==> src/hdl/piezo_envelope_trigger_assert.svh <==
// Assertion macros shared by the piezo envelope trigger modules.
// Every macro samples on i_clk and is disabled while i_rst_n is low.
`ifndef PIEZO_ENVELOPE_TRIGGER_ASSERT_SVH
`define PIEZO_ENVELOPE_TRIGGER_ASSERT_SVH

// Same-cycle implication
`define PET_CHECK(lbl, ante, cons, msg) \
    lbl: assert property (@(posedge i_clk) disable iff (!i_rst_n) (ante) |-> (cons)) \
        else $error(msg);

// Next-cycle implication
`define PET_CHECK_NEXT(lbl, ante, cons, msg) \
    lbl: assert property (@(posedge i_clk) disable iff (!i_rst_n) (ante) |=> (cons)) \
        else $error(msg);

`endif

==> src/hdl/pet_pkg.sv <==
package pet_pkg;

    // Fixed formats
    localparam int SAMPLE_BITS = 10;
    localparam int FRAC_BITS   = 16;
    localparam int LEVEL_W     = FRAC_BITS + 1;
    localparam int COEF_W      = 16;
    localparam int PROD_W      = 2 * LEVEL_W;
    localparam int CNT_W       = $clog2(FRAC_BITS);
    localparam int CFG_IDX_W   = 3;
    localparam int CFG_W       = 17;
    localparam int IN_W        = 16;
    localparam int OUT_W       = 40;
    localparam int Q_DEPTH     = 2;
    localparam int Q_PTR_W     = $clog2(Q_DEPTH);
    localparam int Q_CNT_W     = $clog2(Q_DEPTH + 1);

    localparam logic [LEVEL_W-1:0] ONE_Q = {1'b1, {FRAC_BITS{1'b0}}};

    // Register indexes
    typedef enum logic [CFG_IDX_W-1:0] {
        CFG_THR_LOW  = 3'd0,
        CFG_THR_HIGH = 3'd1,
        CFG_ATTACK   = 3'd2,
        CFG_RELEASE  = 3'd3,
        CFG_TRIGGER  = 3'd4,
        CFG_RETRIG   = 3'd5
    } t_cfg_idx;

    // What a request asks of the back end
    typedef enum logic [1:0] {
        K_HOLD,
        K_ZERO,
        K_ONE,
        K_DIV
    } t_kind;

    typedef struct packed {
        t_kind                  kind;
        logic [SAMPLE_BITS-1:0] num;
        logic [SAMPLE_BITS-1:0] den;
    } t_job;

    typedef struct packed {
        logic [SAMPLE_BITS-1:0] thr_low;
        logic [SAMPLE_BITS-1:0] thr_high;
    } t_map_cfg;

    typedef struct packed {
        logic [COEF_W-1:0]  atk_coef;
        logic [COEF_W-1:0]  rel_coef;
        logic [LEVEL_W-1:0] trig_lvl;
        logic [LEVEL_W-1:0] retrig_lvl;
    } t_env_cfg;

    typedef enum logic [2:0] {
        S_IDLE,
        S_DIV,
        S_MUL1,
        S_MUL2,
        S_OUT
    } t_state;

endpackage

==> src/hdl/pet_front.sv <==
module pet_front
    import pet_pkg::*;
(
    input  logic                   i_s_axis_tvalid,
    output logic                   o_s_axis_tready,
    input  logic [SAMPLE_BITS-1:0] i_raw_sample,
    input  logic                   i_sample_valid,
    input  t_map_cfg               i_cfg,
    input  logic                   i_q_full,
    output logic                   o_q_push,
    output t_job                   o_q_job
);

    logic [SAMPLE_BITS-1:0] lo;
    logic [SAMPLE_BITS-1:0] hi;

    assign lo = i_cfg.thr_low;
    assign hi = i_cfg.thr_high;

    // Handshake: take a request whenever the queue has room
    assign o_s_axis_tready = !i_q_full;
    assign o_q_push        = i_s_axis_tvalid && !i_q_full;

    // Classify the sample against the mapping window
    always_comb begin
        o_q_job.kind = K_HOLD;
        o_q_job.num  = '0;
        o_q_job.den  = '0;
        if (i_sample_valid) begin
            if (lo == hi) begin
                o_q_job.kind = K_ZERO;
            end else if (lo < hi) begin
                if (i_raw_sample <= lo) begin
                    o_q_job.kind = K_ZERO;
                end else if (i_raw_sample >= hi) begin
                    o_q_job.kind = K_ONE;
                end else begin
                    o_q_job.kind = K_DIV;
                    o_q_job.num  = i_raw_sample - lo;
                    o_q_job.den  = hi - lo;
                end
            end else begin
                // inverted window
                if (i_raw_sample >= lo) begin
                    o_q_job.kind = K_ZERO;
                end else if (i_raw_sample <= hi) begin
                    o_q_job.kind = K_ONE;
                end else begin
                    o_q_job.kind = K_DIV;
                    o_q_job.num  = lo - i_raw_sample;
                    o_q_job.den  = lo - hi;
                end
            end
        end
    end

endmodule

==> src/hdl/pet_queue.sv <==
`include "piezo_envelope_trigger_assert.svh"

module pet_queue
    import pet_pkg::*;
(
    input  logic i_clk,
    input  logic i_rst_n,
    input  logic i_push,
    input  t_job i_push_job,
    output logic o_full,
    input  logic i_pop,
    output logic o_empty,
    output t_job o_head
);

    t_job               r_mem [Q_DEPTH];
    logic [Q_PTR_W-1:0] r_wr_ptr;
    logic [Q_PTR_W-1:0] r_rd_ptr;
    logic [Q_CNT_W-1:0] r_count;

    assign o_full  = (r_count == Q_CNT_W'(Q_DEPTH));
    assign o_empty = (r_count == '0);
    assign o_head  = r_mem[r_rd_ptr];

    // Storage
    always_ff @(posedge i_clk) begin
        if (i_push) begin
            r_mem[r_wr_ptr] <= i_push_job;
        end
    end

    // Pointers and fill count
    always_ff @(posedge i_clk) begin
        if (!i_rst_n) begin
            r_wr_ptr <= '0;
            r_rd_ptr <= '0;
            r_count  <= '0;
        end else begin
            if (i_push) begin
                r_wr_ptr <= r_wr_ptr + Q_PTR_W'(1);
            end
            if (i_pop) begin
                r_rd_ptr <= r_rd_ptr + Q_PTR_W'(1);
            end
            if (i_push && !i_pop) begin
                r_count <= r_count + Q_CNT_W'(1);
            end else if (!i_push && i_pop) begin
                r_count <= r_count - Q_CNT_W'(1);
            end
        end
    end

    `PET_CHECK(a_no_overflow, i_push, !o_full || i_pop, "push into full queue")
    `PET_CHECK(a_no_underflow, i_pop, !o_empty, "pop from empty queue")

endmodule

==> src/hdl/pet_back.sv <==
`include "piezo_envelope_trigger_assert.svh"

module pet_back
    import pet_pkg::*;
(
    input  logic             i_clk,
    input  logic             i_rst_n,
    input  t_env_cfg         i_cfg,
    input  logic             i_q_empty,
    input  t_job             i_q_head,
    output logic             o_q_pop,
    output logic             o_m_axis_tvalid,
    input  logic             i_m_axis_tready,
    output logic [OUT_W-1:0] o_m_axis_tdata
);

    t_state                 r_state, n_state;
    logic [LEVEL_W-1:0]     r_level, n_level;
    logic [LEVEL_W-1:0]     r_env, n_env;
    logic                   r_gate, n_gate;
    logic                   r_trig, n_trig;
    logic [SAMPLE_BITS-1:0] r_rem, n_rem;
    logic [SAMPLE_BITS-1:0] r_den, n_den;
    logic [FRAC_BITS-1:0]   r_quo, n_quo;
    logic [CNT_W-1:0]       r_cnt, n_cnt;
    logic [PROD_W-1:0]      r_prod, n_prod;
    logic [LEVEL_W-1:0]     r_cmp, n_cmp;
    logic                   r_out_valid, n_out_valid;
    logic [OUT_W-1:0]       r_out_data, n_out_data;

    logic [SAMPLE_BITS:0]   rem2;
    logic                   ge;
    logic [COEF_W-1:0]      coef;
    logic [LEVEL_W+COEF_W-1:0] mul_a;
    logic [PROD_W-1:0]      mul_b;
    logic [PROD_W-1:0]      env_sum;
    logic                   out_free;

    assign o_m_axis_tvalid = r_out_valid;
    assign o_m_axis_tdata  = r_out_data;
    assign out_free        = !r_out_valid || i_m_axis_tready;

    // Datapath pieces
    assign rem2    = {r_rem, 1'b0};
    assign ge      = (rem2 >= {1'b0, r_den});
    assign coef    = (r_level > r_env) ? i_cfg.atk_coef : i_cfg.rel_coef;
    assign mul_a   = r_env * coef;
    assign mul_b   = r_cmp * r_level;
    assign env_sum = r_prod + mul_b;

    // State register and datapath registers
    always_ff @(posedge i_clk) begin
        if (!i_rst_n) begin
            r_state     <= S_IDLE;
            r_level     <= '0;
            r_env       <= '0;
            r_gate      <= 1'b0;
            r_trig      <= 1'b0;
            r_out_valid <= 1'b0;
        end else begin
            r_state     <= n_state;
            r_level     <= n_level;
            r_env       <= n_env;
            r_gate      <= n_gate;
            r_trig      <= n_trig;
            r_out_valid <= n_out_valid;
        end
    end

    always_ff @(posedge i_clk) begin
        r_rem      <= n_rem;
        r_den      <= n_den;
        r_quo      <= n_quo;
        r_cnt      <= n_cnt;
        r_prod     <= n_prod;
        r_cmp      <= n_cmp;
        r_out_data <= n_out_data;
    end

    // Sequencer: map, divide if the job asks for it, two multiply steps, then hand off
    always_comb begin
        n_state     = r_state;
        n_level     = r_level;
        n_env       = r_env;
        n_gate      = r_gate;
        n_trig      = r_trig;
        n_rem       = r_rem;
        n_den       = r_den;
        n_quo       = r_quo;
        n_cnt       = r_cnt;
        n_prod      = r_prod;
        n_cmp       = r_cmp;
        n_out_data  = r_out_data;
        n_out_valid = r_out_valid && !i_m_axis_tready;
        o_q_pop     = 1'b0;

        case (r_state)
            S_IDLE: begin
                if (!i_q_empty) begin
                    o_q_pop = 1'b1;
                    n_state = S_MUL1;
                    case (i_q_head.kind)
                        K_ZERO: n_level = '0;
                        K_ONE:  n_level = ONE_Q;
                        K_DIV: begin
                            n_rem   = i_q_head.num;
                            n_den   = i_q_head.den;
                            n_cnt   = '0;
                            n_state = S_DIV;
                        end
                        default: n_level = r_level;
                    endcase
                end
            end
            S_DIV: begin
                // restoring division, one quotient bit per cycle
                n_rem = ge ? SAMPLE_BITS'(rem2 - {1'b0, r_den}) : rem2[SAMPLE_BITS-1:0];
                n_quo = {r_quo[FRAC_BITS-2:0], ge};
                n_cnt = r_cnt + CNT_W'(1);
                if (r_cnt == CNT_W'(FRAC_BITS - 1)) begin
                    n_level = {1'b0, n_quo};
                    n_state = S_MUL1;
                end
            end
            S_MUL1: begin
                n_prod  = PROD_W'(mul_a);
                n_cmp   = ONE_Q - LEVEL_W'(coef);
                n_state = S_MUL2;
            end
            S_MUL2: begin
                n_env  = env_sum[FRAC_BITS +: LEVEL_W];
                n_trig = 1'b0;
                if (r_gate) begin
                    if (r_level <= i_cfg.retrig_lvl) begin
                        n_gate = 1'b0;
                    end
                end else if (r_level > i_cfg.trig_lvl) begin
                    n_gate = 1'b1;
                    n_trig = 1'b1;
                end
                n_state = S_OUT;
            end
            S_OUT: begin
                if (out_free) begin
                    n_out_data  = {{(OUT_W - 2 * LEVEL_W - 2){1'b0}},
                                   r_trig, r_gate, r_env, r_level};
                    n_out_valid = 1'b1;
                    n_state     = S_IDLE;
                end
            end
            default: n_state = S_IDLE;
        endcase
    end

    `PET_CHECK(a_pop_idle, o_q_pop, (r_state == S_IDLE) && !i_q_empty, "pop outside idle")
    `PET_CHECK(a_trig_closed, (r_state == S_MUL2) && n_trig, !r_gate, "trigger with gate open")
    `PET_CHECK_NEXT(a_env_range, r_state == S_MUL2, r_env <= ONE_Q, "envelope above one")
    `PET_CHECK_NEXT(a_div_end, (r_state == S_DIV) && (r_cnt == CNT_W'(FRAC_BITS - 1)),
                    r_state == S_MUL1, "divider did not finish")

endmodule

==> src/hdl/piezo_envelope_trigger.sv <==
// Piezo envelope follower with hysteresis trigger, one channel.
// Input stream: one request per frame tick. tuser carries sample_valid,
// tdata[9:0] the raw converter reading (used only when sample_valid is set).
// Output stream: one result per request, tdata from bit 0 up holds
// level_out (17), envelope_out (17), gate_out (1), trigger_pulse (1).
// Config channel: i_cfg_index selects the register, always ready; write only
// while no request is in flight. Unknown indexes are ignored.
// A request whose sample lands inside the window passes the queue pop, the
// 16-step restoring divider, two multiply steps and the output load; other
// requests skip the divider. The back end takes the next request only once
// the last one has been handed to the output register.
// A two-entry queue lets the input side keep accepting while the back end
// computes; a full queue drops s_axis_tready.
// When the receiver stalls, the result sits in the output register and the
// back end waits after finishing the next request; the queue then fills.
// Synchronous active-low reset clears level, envelope and gate, empties the
// queue and reloads the register defaults.
module piezo_envelope_trigger
    import pet_pkg::*;
(
    input  logic                 i_clk,
    input  logic                 i_rst_n,
    // slave stream
    input  logic                 i_s_axis_tvalid,
    output logic                 o_s_axis_tready,
    input  logic [IN_W-1:0]      i_s_axis_tdata,  // [9:0] raw_sample, rest zero
    input  logic                 i_s_axis_tuser,  // [0] sample_valid
    // master stream
    output logic                 o_m_axis_tvalid,
    input  logic                 i_m_axis_tready,
    output logic [OUT_W-1:0]     o_m_axis_tdata,  // level, envelope, gate, trigger
    // config writes
    input  logic                 i_cfg_valid,
    output logic                 o_cfg_ready,
    input  logic [CFG_IDX_W-1:0] i_cfg_index,
    input  logic [CFG_W-1:0]     i_cfg_data
);

    logic [SAMPLE_BITS-1:0] r_thr_low;
    logic [SAMPLE_BITS-1:0] r_thr_high;
    logic [COEF_W-1:0]      r_atk;
    logic [COEF_W-1:0]      r_rel;
    logic [LEVEL_W-1:0]     r_trig_lvl;
    logic [LEVEL_W-1:0]     r_retrig_lvl;

    t_map_cfg map_cfg;
    t_env_cfg env_cfg;
    logic     q_push;
    t_job     q_push_job;
    logic     q_full;
    logic     q_pop;
    logic     q_empty;
    t_job     q_head;

    assign o_cfg_ready = 1'b1;

    // Config registers
    always_ff @(posedge i_clk) begin
        if (!i_rst_n) begin
            r_thr_low    <= SAMPLE_BITS'(0);
            r_thr_high   <= SAMPLE_BITS'(1023);
            r_atk        <= COEF_W'(6554);
            r_rel        <= COEF_W'(45875);
            r_trig_lvl   <= LEVEL_W'(13107);
            r_retrig_lvl <= LEVEL_W'(6554);
        end else if (i_cfg_valid) begin
            case (i_cfg_index)
                CFG_THR_LOW:  r_thr_low    <= i_cfg_data[SAMPLE_BITS-1:0];
                CFG_THR_HIGH: r_thr_high   <= i_cfg_data[SAMPLE_BITS-1:0];
                CFG_ATTACK:   r_atk        <= i_cfg_data[COEF_W-1:0];
                CFG_RELEASE:  r_rel        <= i_cfg_data[COEF_W-1:0];
                CFG_TRIGGER:  r_trig_lvl   <= i_cfg_data[LEVEL_W-1:0];
                CFG_RETRIG:   r_retrig_lvl <= i_cfg_data[LEVEL_W-1:0];
                default: ;
            endcase
        end
    end

    assign map_cfg.thr_low     = r_thr_low;
    assign map_cfg.thr_high    = r_thr_high;
    assign env_cfg.atk_coef    = r_atk;
    assign env_cfg.rel_coef    = r_rel;
    assign env_cfg.trig_lvl    = r_trig_lvl;
    assign env_cfg.retrig_lvl  = r_retrig_lvl;

    pet_front u_front (
        .i_s_axis_tvalid (i_s_axis_tvalid),
        .o_s_axis_tready (o_s_axis_tready),
        .i_raw_sample    (i_s_axis_tdata[SAMPLE_BITS-1:0]),
        .i_sample_valid  (i_s_axis_tuser),
        .i_cfg           (map_cfg),
        .i_q_full        (q_full),
        .o_q_push        (q_push),
        .o_q_job         (q_push_job)
    );

    pet_queue u_queue (
        .i_clk      (i_clk),
        .i_rst_n    (i_rst_n),
        .i_push     (q_push),
        .i_push_job (q_push_job),
        .o_full     (q_full),
        .i_pop      (q_pop),
        .o_empty    (q_empty),
        .o_head     (q_head)
    );

    pet_back u_back (
        .i_clk           (i_clk),
        .i_rst_n         (i_rst_n),
        .i_cfg           (env_cfg),
        .i_q_empty       (q_empty),
        .i_q_head        (q_head),
        .o_q_pop         (q_pop),
        .o_m_axis_tvalid (o_m_axis_tvalid),
        .i_m_axis_tready (i_m_axis_tready),
        .o_m_axis_tdata  (o_m_axis_tdata)
    );

endmodule

==> config.mk <==
export PLATFORM = sky130hd
export DESIGN_NAME = piezo_envelope_trigger
export DESIGN_NICKNAME = d
export VERILOG_FILES = /design/src/hdl/pet_pkg.sv /design/src/hdl/pet_front.sv /design/src/hdl/pet_queue.sv /design/src/hdl/pet_back.sv /design/src/hdl/piezo_envelope_trigger.sv
export VERILOG_INCLUDE_DIRS = /design/src /design/src/hdl
export SDC_FILE = /design/constraint.sdc
export NUM_CORES = 2
export LEC_CHECK = 0
export BUFFER_PORTS_ARGS = -buffer_cell sky130_fd_sc_hd__buf_2
export CAP_MARGIN = 20
export CORE_ASPECT_RATIO = 1.5
export CORE_MARGIN = 2
export CORE_UTILIZATION = 52
export CTS_CLUSTER_DIAMETER = 40
export CTS_CLUSTER_SIZE = 24
export DETAILED_ROUTE_END_ITERATION = 8
export GPL_ROUTABILITY_DRIVEN = 0
export PLACE_DENSITY = 0.68
export SYNTH_ARGS = -nofsm -noshare
export SYNTH_HDL_FRONTEND = slang
export SYNTH_HIERARCHICAL = 1
export SYNTH_SLANG_ARGS = --single-unit
==> constraint.sdc <==
create_clock -name i_clk -period 10.85 [get_ports i_clk]
set_input_delay 1.085 -clock i_clk [delete_from_list [all_inputs] [get_ports i_clk]]
set_output_delay 1.085 -clock i_clk [all_outputs]
set_load 0.05 [all_outputs]
==> results.sh <==
export IMPL_status="finished, final reports clean"
export IMPL_ys_ff_latch=300
export IMPL_synth_warnings=6
export IMPL_skew_ns=0.0378
export IMPL_hold_depth=0
export IMPL_min_from="u_back/r_quo[4]$_DFFE_PP_"
export IMPL_synth_top_area_cell="fa_1"
export IMPL_instances_no_fill=4487
export IMPL_worst_path_max_delay_cell="dfxtp_1"
export IMPL_die_height_um=317
export IMPL_r2r_end="u_back/r_prod[30]$_DFFE_PN_"
export IMPL_slew_violations=0
export IMPL_relSlewSlack=0.288
export IMPL_fin_crit_ns=9.61
export IMPL_cp_top_family="adder cells"
export IMPL_drt_vias_per_instance=5.56
export IMPL_cp_max_fo=22
export IMPL_finalSetupViolations=0
export IMPL_yosys_top_cells_count="644 x inv_1, 477 x nand2_1, 466 x fa_1, 314 x ha_1, 169 x edfxtp_1"
export IMPL_drt_wl_total_um=88200
export IMPL_fmax_mhz=104
export IMPL_ant_nets=0
export IMPL_endpoint_kind="flop"
export IMPL_netlist_instances=3555
export IMPL_synth_area_per_cell_sq_um=9.58
export IMPL_dp_cells=4409
export IMPL_rrSetupSlack_ns=1.24
export IMPL_fin_util=0.568
export IMPL_io_buffers=73
export IMPL_startpoint_type="flop"
export IMPL_nNetsFinal=4406
export IMPL_synth_most_common_cell="inv_1"
export IMPL_worst_pin_slew_ns=1.07
export IMPL_r2r_start="u_back/r_env[4]$_SDFFE_PN0P_"
export IMPL_grt_use_total=0.271
export IMPL_netlist_area_sq_um=34100
export IMPL_synthFlopType="edfxtp_1"
export IMPL_clk_pin_slew_ns=0.07
export IMPL_hold_class="reg2reg"
export IMPL_crit_required_ns=11.27
export IMPL_finalSetupTns_ns=0
export IMPL_synthArstFlopShare=0
export IMPL_drt_pass1_iterations=5
export IMPL_grt_pass1_wl_um=141000
export IMPL_min_to="u_back/r_quo[5]$_DFFE_PP_"
export IMPL_insertion_delay_ns=0.59
export IMPL_post_route_cells_drive_above_1_share=0.0783
export IMPL_cp_common_cell="fa_1"
export IMPL_root_buffer="clkbuf_16"
export IMPL_synth_top_area_share=0.274
export IMPL_cts_resized=0
export IMPL_ys_seq_area_frac=0.226
export IMPL_cap_violations=0
export IMPL_ir_drop_v=0.000153
export IMPL_grt_overflow=0
export IMPL_r2r_cells=29
export IMPL_ys_top_cells_by_area="fa_1 27%, edfxtp_1 15%, ha_1 12%, dfxtp_1 7.7%, inv_1 7.1%"
export IMPL_area_growth_pct=7.66
export IMPL_dp_hpwl_um=68200
export IMPL_first_iter_violations=1473
export IMPL_p_leak_nw=17.4
export IMPL_via_count=25000
export IMPL_drc=0
export IMPL_rsz0062_at_grt="no"
export IMPL_min_period_over_period=0.886
export IMPL_initial_core_util=0.527
export IMPL_grt_pass1_vias=26400
export IMPL_cts_tree="built"
export IMPL_h_tree_depth=2
export IMPL_core_sq_um=64600
export IMPL_synth_cell_types=95
export IMPL_worstPathBufferInverterCount=6
export IMPL_io_pins=85
export IMPL_die_area_sq_um=67600
export IMPL_cts_sinks=300
export IMPL_setup_worst_path_class="reg2reg"
export IMPL_post_cts_setup_buffers=0
export IMPL_pwr_density_cell_nw_per_um2=147
export IMPL_worstPathArrival_ns=10.03
export IMPL_antenna_found_initial=2
export IMPL_die_w_um=213
export IMPL_slowest_delay_ns=0.72
export IMPL_report_final_hold_viol_count=0
export IMPL_cts_buffer_depth=3
export IMPL_wire_per_inst_um=19.6
export IMPL_synth_edf_count=169
export IMPL_numCtsBuffers=40
export IMPL_grt_max_degree=79
export IMPL_num_rows=114
export IMPL_postCtsHoldBufs=0
## how the worst max path moves through the flow
| stage | from | to | slack [ns] | depth (start not counted) |
|---|---|---|---|---|
| 2_1_floorplan | u_back/r_level[0]$_SDFFE_PN0P_ | u_back/r_prod[30]$_DFFE_PN_ | 2.84 | 32 |
| 3_3_place_gp | u_back/r_env[4]$_SDFFE_PN0P_ | u_back/r_prod[30]$_DFFE_PN_ | 1.37 | 29 |
| 3_5_place_dp | u_back/r_env[4]$_SDFFE_PN0P_ | u_back/r_prod[30]$_DFFE_PN_ | 1.29 | 29 |
| 4_1_cts | u_back/r_env[4]$_SDFFE_PN0P_ | u_back/r_prod[30]$_DFFE_PN_ | 1.28 | 29 |
| 5_1_grt | u_back/r_env[4]$_SDFFE_PN0P_ | u_back/r_prod[29]$_DFFE_PN_ | 0.84 | 26 |
| 6_report | u_back/r_env[4]$_SDFFE_PN0P_ | u_back/r_prod[30]$_DFFE_PN_ | 1.24 | 29 |
## cells in the final DEF, fill, tap and decap left out, drive strengths merged, types with 19 or more instances in the layout
cell	Yosys	layout
dfxtp	131	131
mux2i	101	101
nand2	477	477
nor2	162	162
mux2	39	39
a21o	42	42
o21ai	68	68
nand2b	22	22
ha	314	314
nor2b	99	99
inv	644	656
edfxtp	169	169
nand4	22	22
nor3	34	34
xnor2	52	52
a21oi	93	93
buf	50	136
clkinv	6	21
a211oi	19	19
and2	164	164
fa	466	466
xor2	19	19
nand3	32	32
clkbuf	102	46
## cell families after synthesis
kind of cell | after synthesis | share of synthesized area
other cells | 2 | 0.000220
xor+xnor | 71 | 0.0183
compound gates | 366 | 0.0726
fa+ha+maj | 780 | 0.389
mux | 140 | 0.0447
buf+inv | 802 | 0.0933
flops | 300 | 0.226
simple gates | 1094 | 0.156
## layer usage
metal	vias to the layer above	track usage	wire [um]
met2	719	0.493	46400
li1	11400	-	-
met1	12600	0.304	32400
met3	262	0.0308	4080
met4	0	0.151	5340
met5	-	0	0
## final cells by class
cell class	count	area, sq um
diodes	1	2.50
clock buffers	46	1050
clock inverters	28	309
fillers	5763	27900
inverters	650	2440
multi-input cells	2456	23200
flip-flops and latches	300	7700
well taps	870	1090
repair buffers	136	860
## state kept, by name, indices dropped and copies added, names as in the netlist, 17 cells and up, named ones only
name / count
u_queue/r_mem: 44
r_trig_lvl: 17
u_back/r_level: 17
u_back/o_m_axis_tdata: 36
u_back/r_prod: 33
u_back/r_env: 17
u_back/r_cmp: 17
r_retrig_lvl: 17
## report_power, final
group | internal, mW | switching, mW
Sequential | 1.45 | 0.140
Clock | 0.735 | 0.576
Combinational | 0.871 | 1.60
Total | 3.05 | 2.32
## worst register-to-register path, delay by kind of cell, from the launching register on
kind / cells / cell delay [ns]
buffers and inverters: 6 / 1.18
AND/OR/NAND/NOR: 3 / 0.92
flip-flops: 1 / 0.72
multiplexers: 1 / 0.55
AO/OA/AOI/OAI: 11 / 2.35
adder cells (fa/ha/maj): 8 / 3.73
## per-stage QoR
stage	power (mW)	area (sq um)	setup WS [ns]	hold WS, ns
6_report	5.37	36700	1.24	0.452
5_1_grt	5.71	36700	0.837	0.471
4_1_cts	5.39	36600	1.28	0.437
3_5_place_dp	4.07	35300	1.29	0.436
3_3_place_gp	4.02	35300	1.37	0.437
2_1_floorplan	3.34	34100	2.84	0.406
No activity file was read; power rests on OpenSTA's default activity.
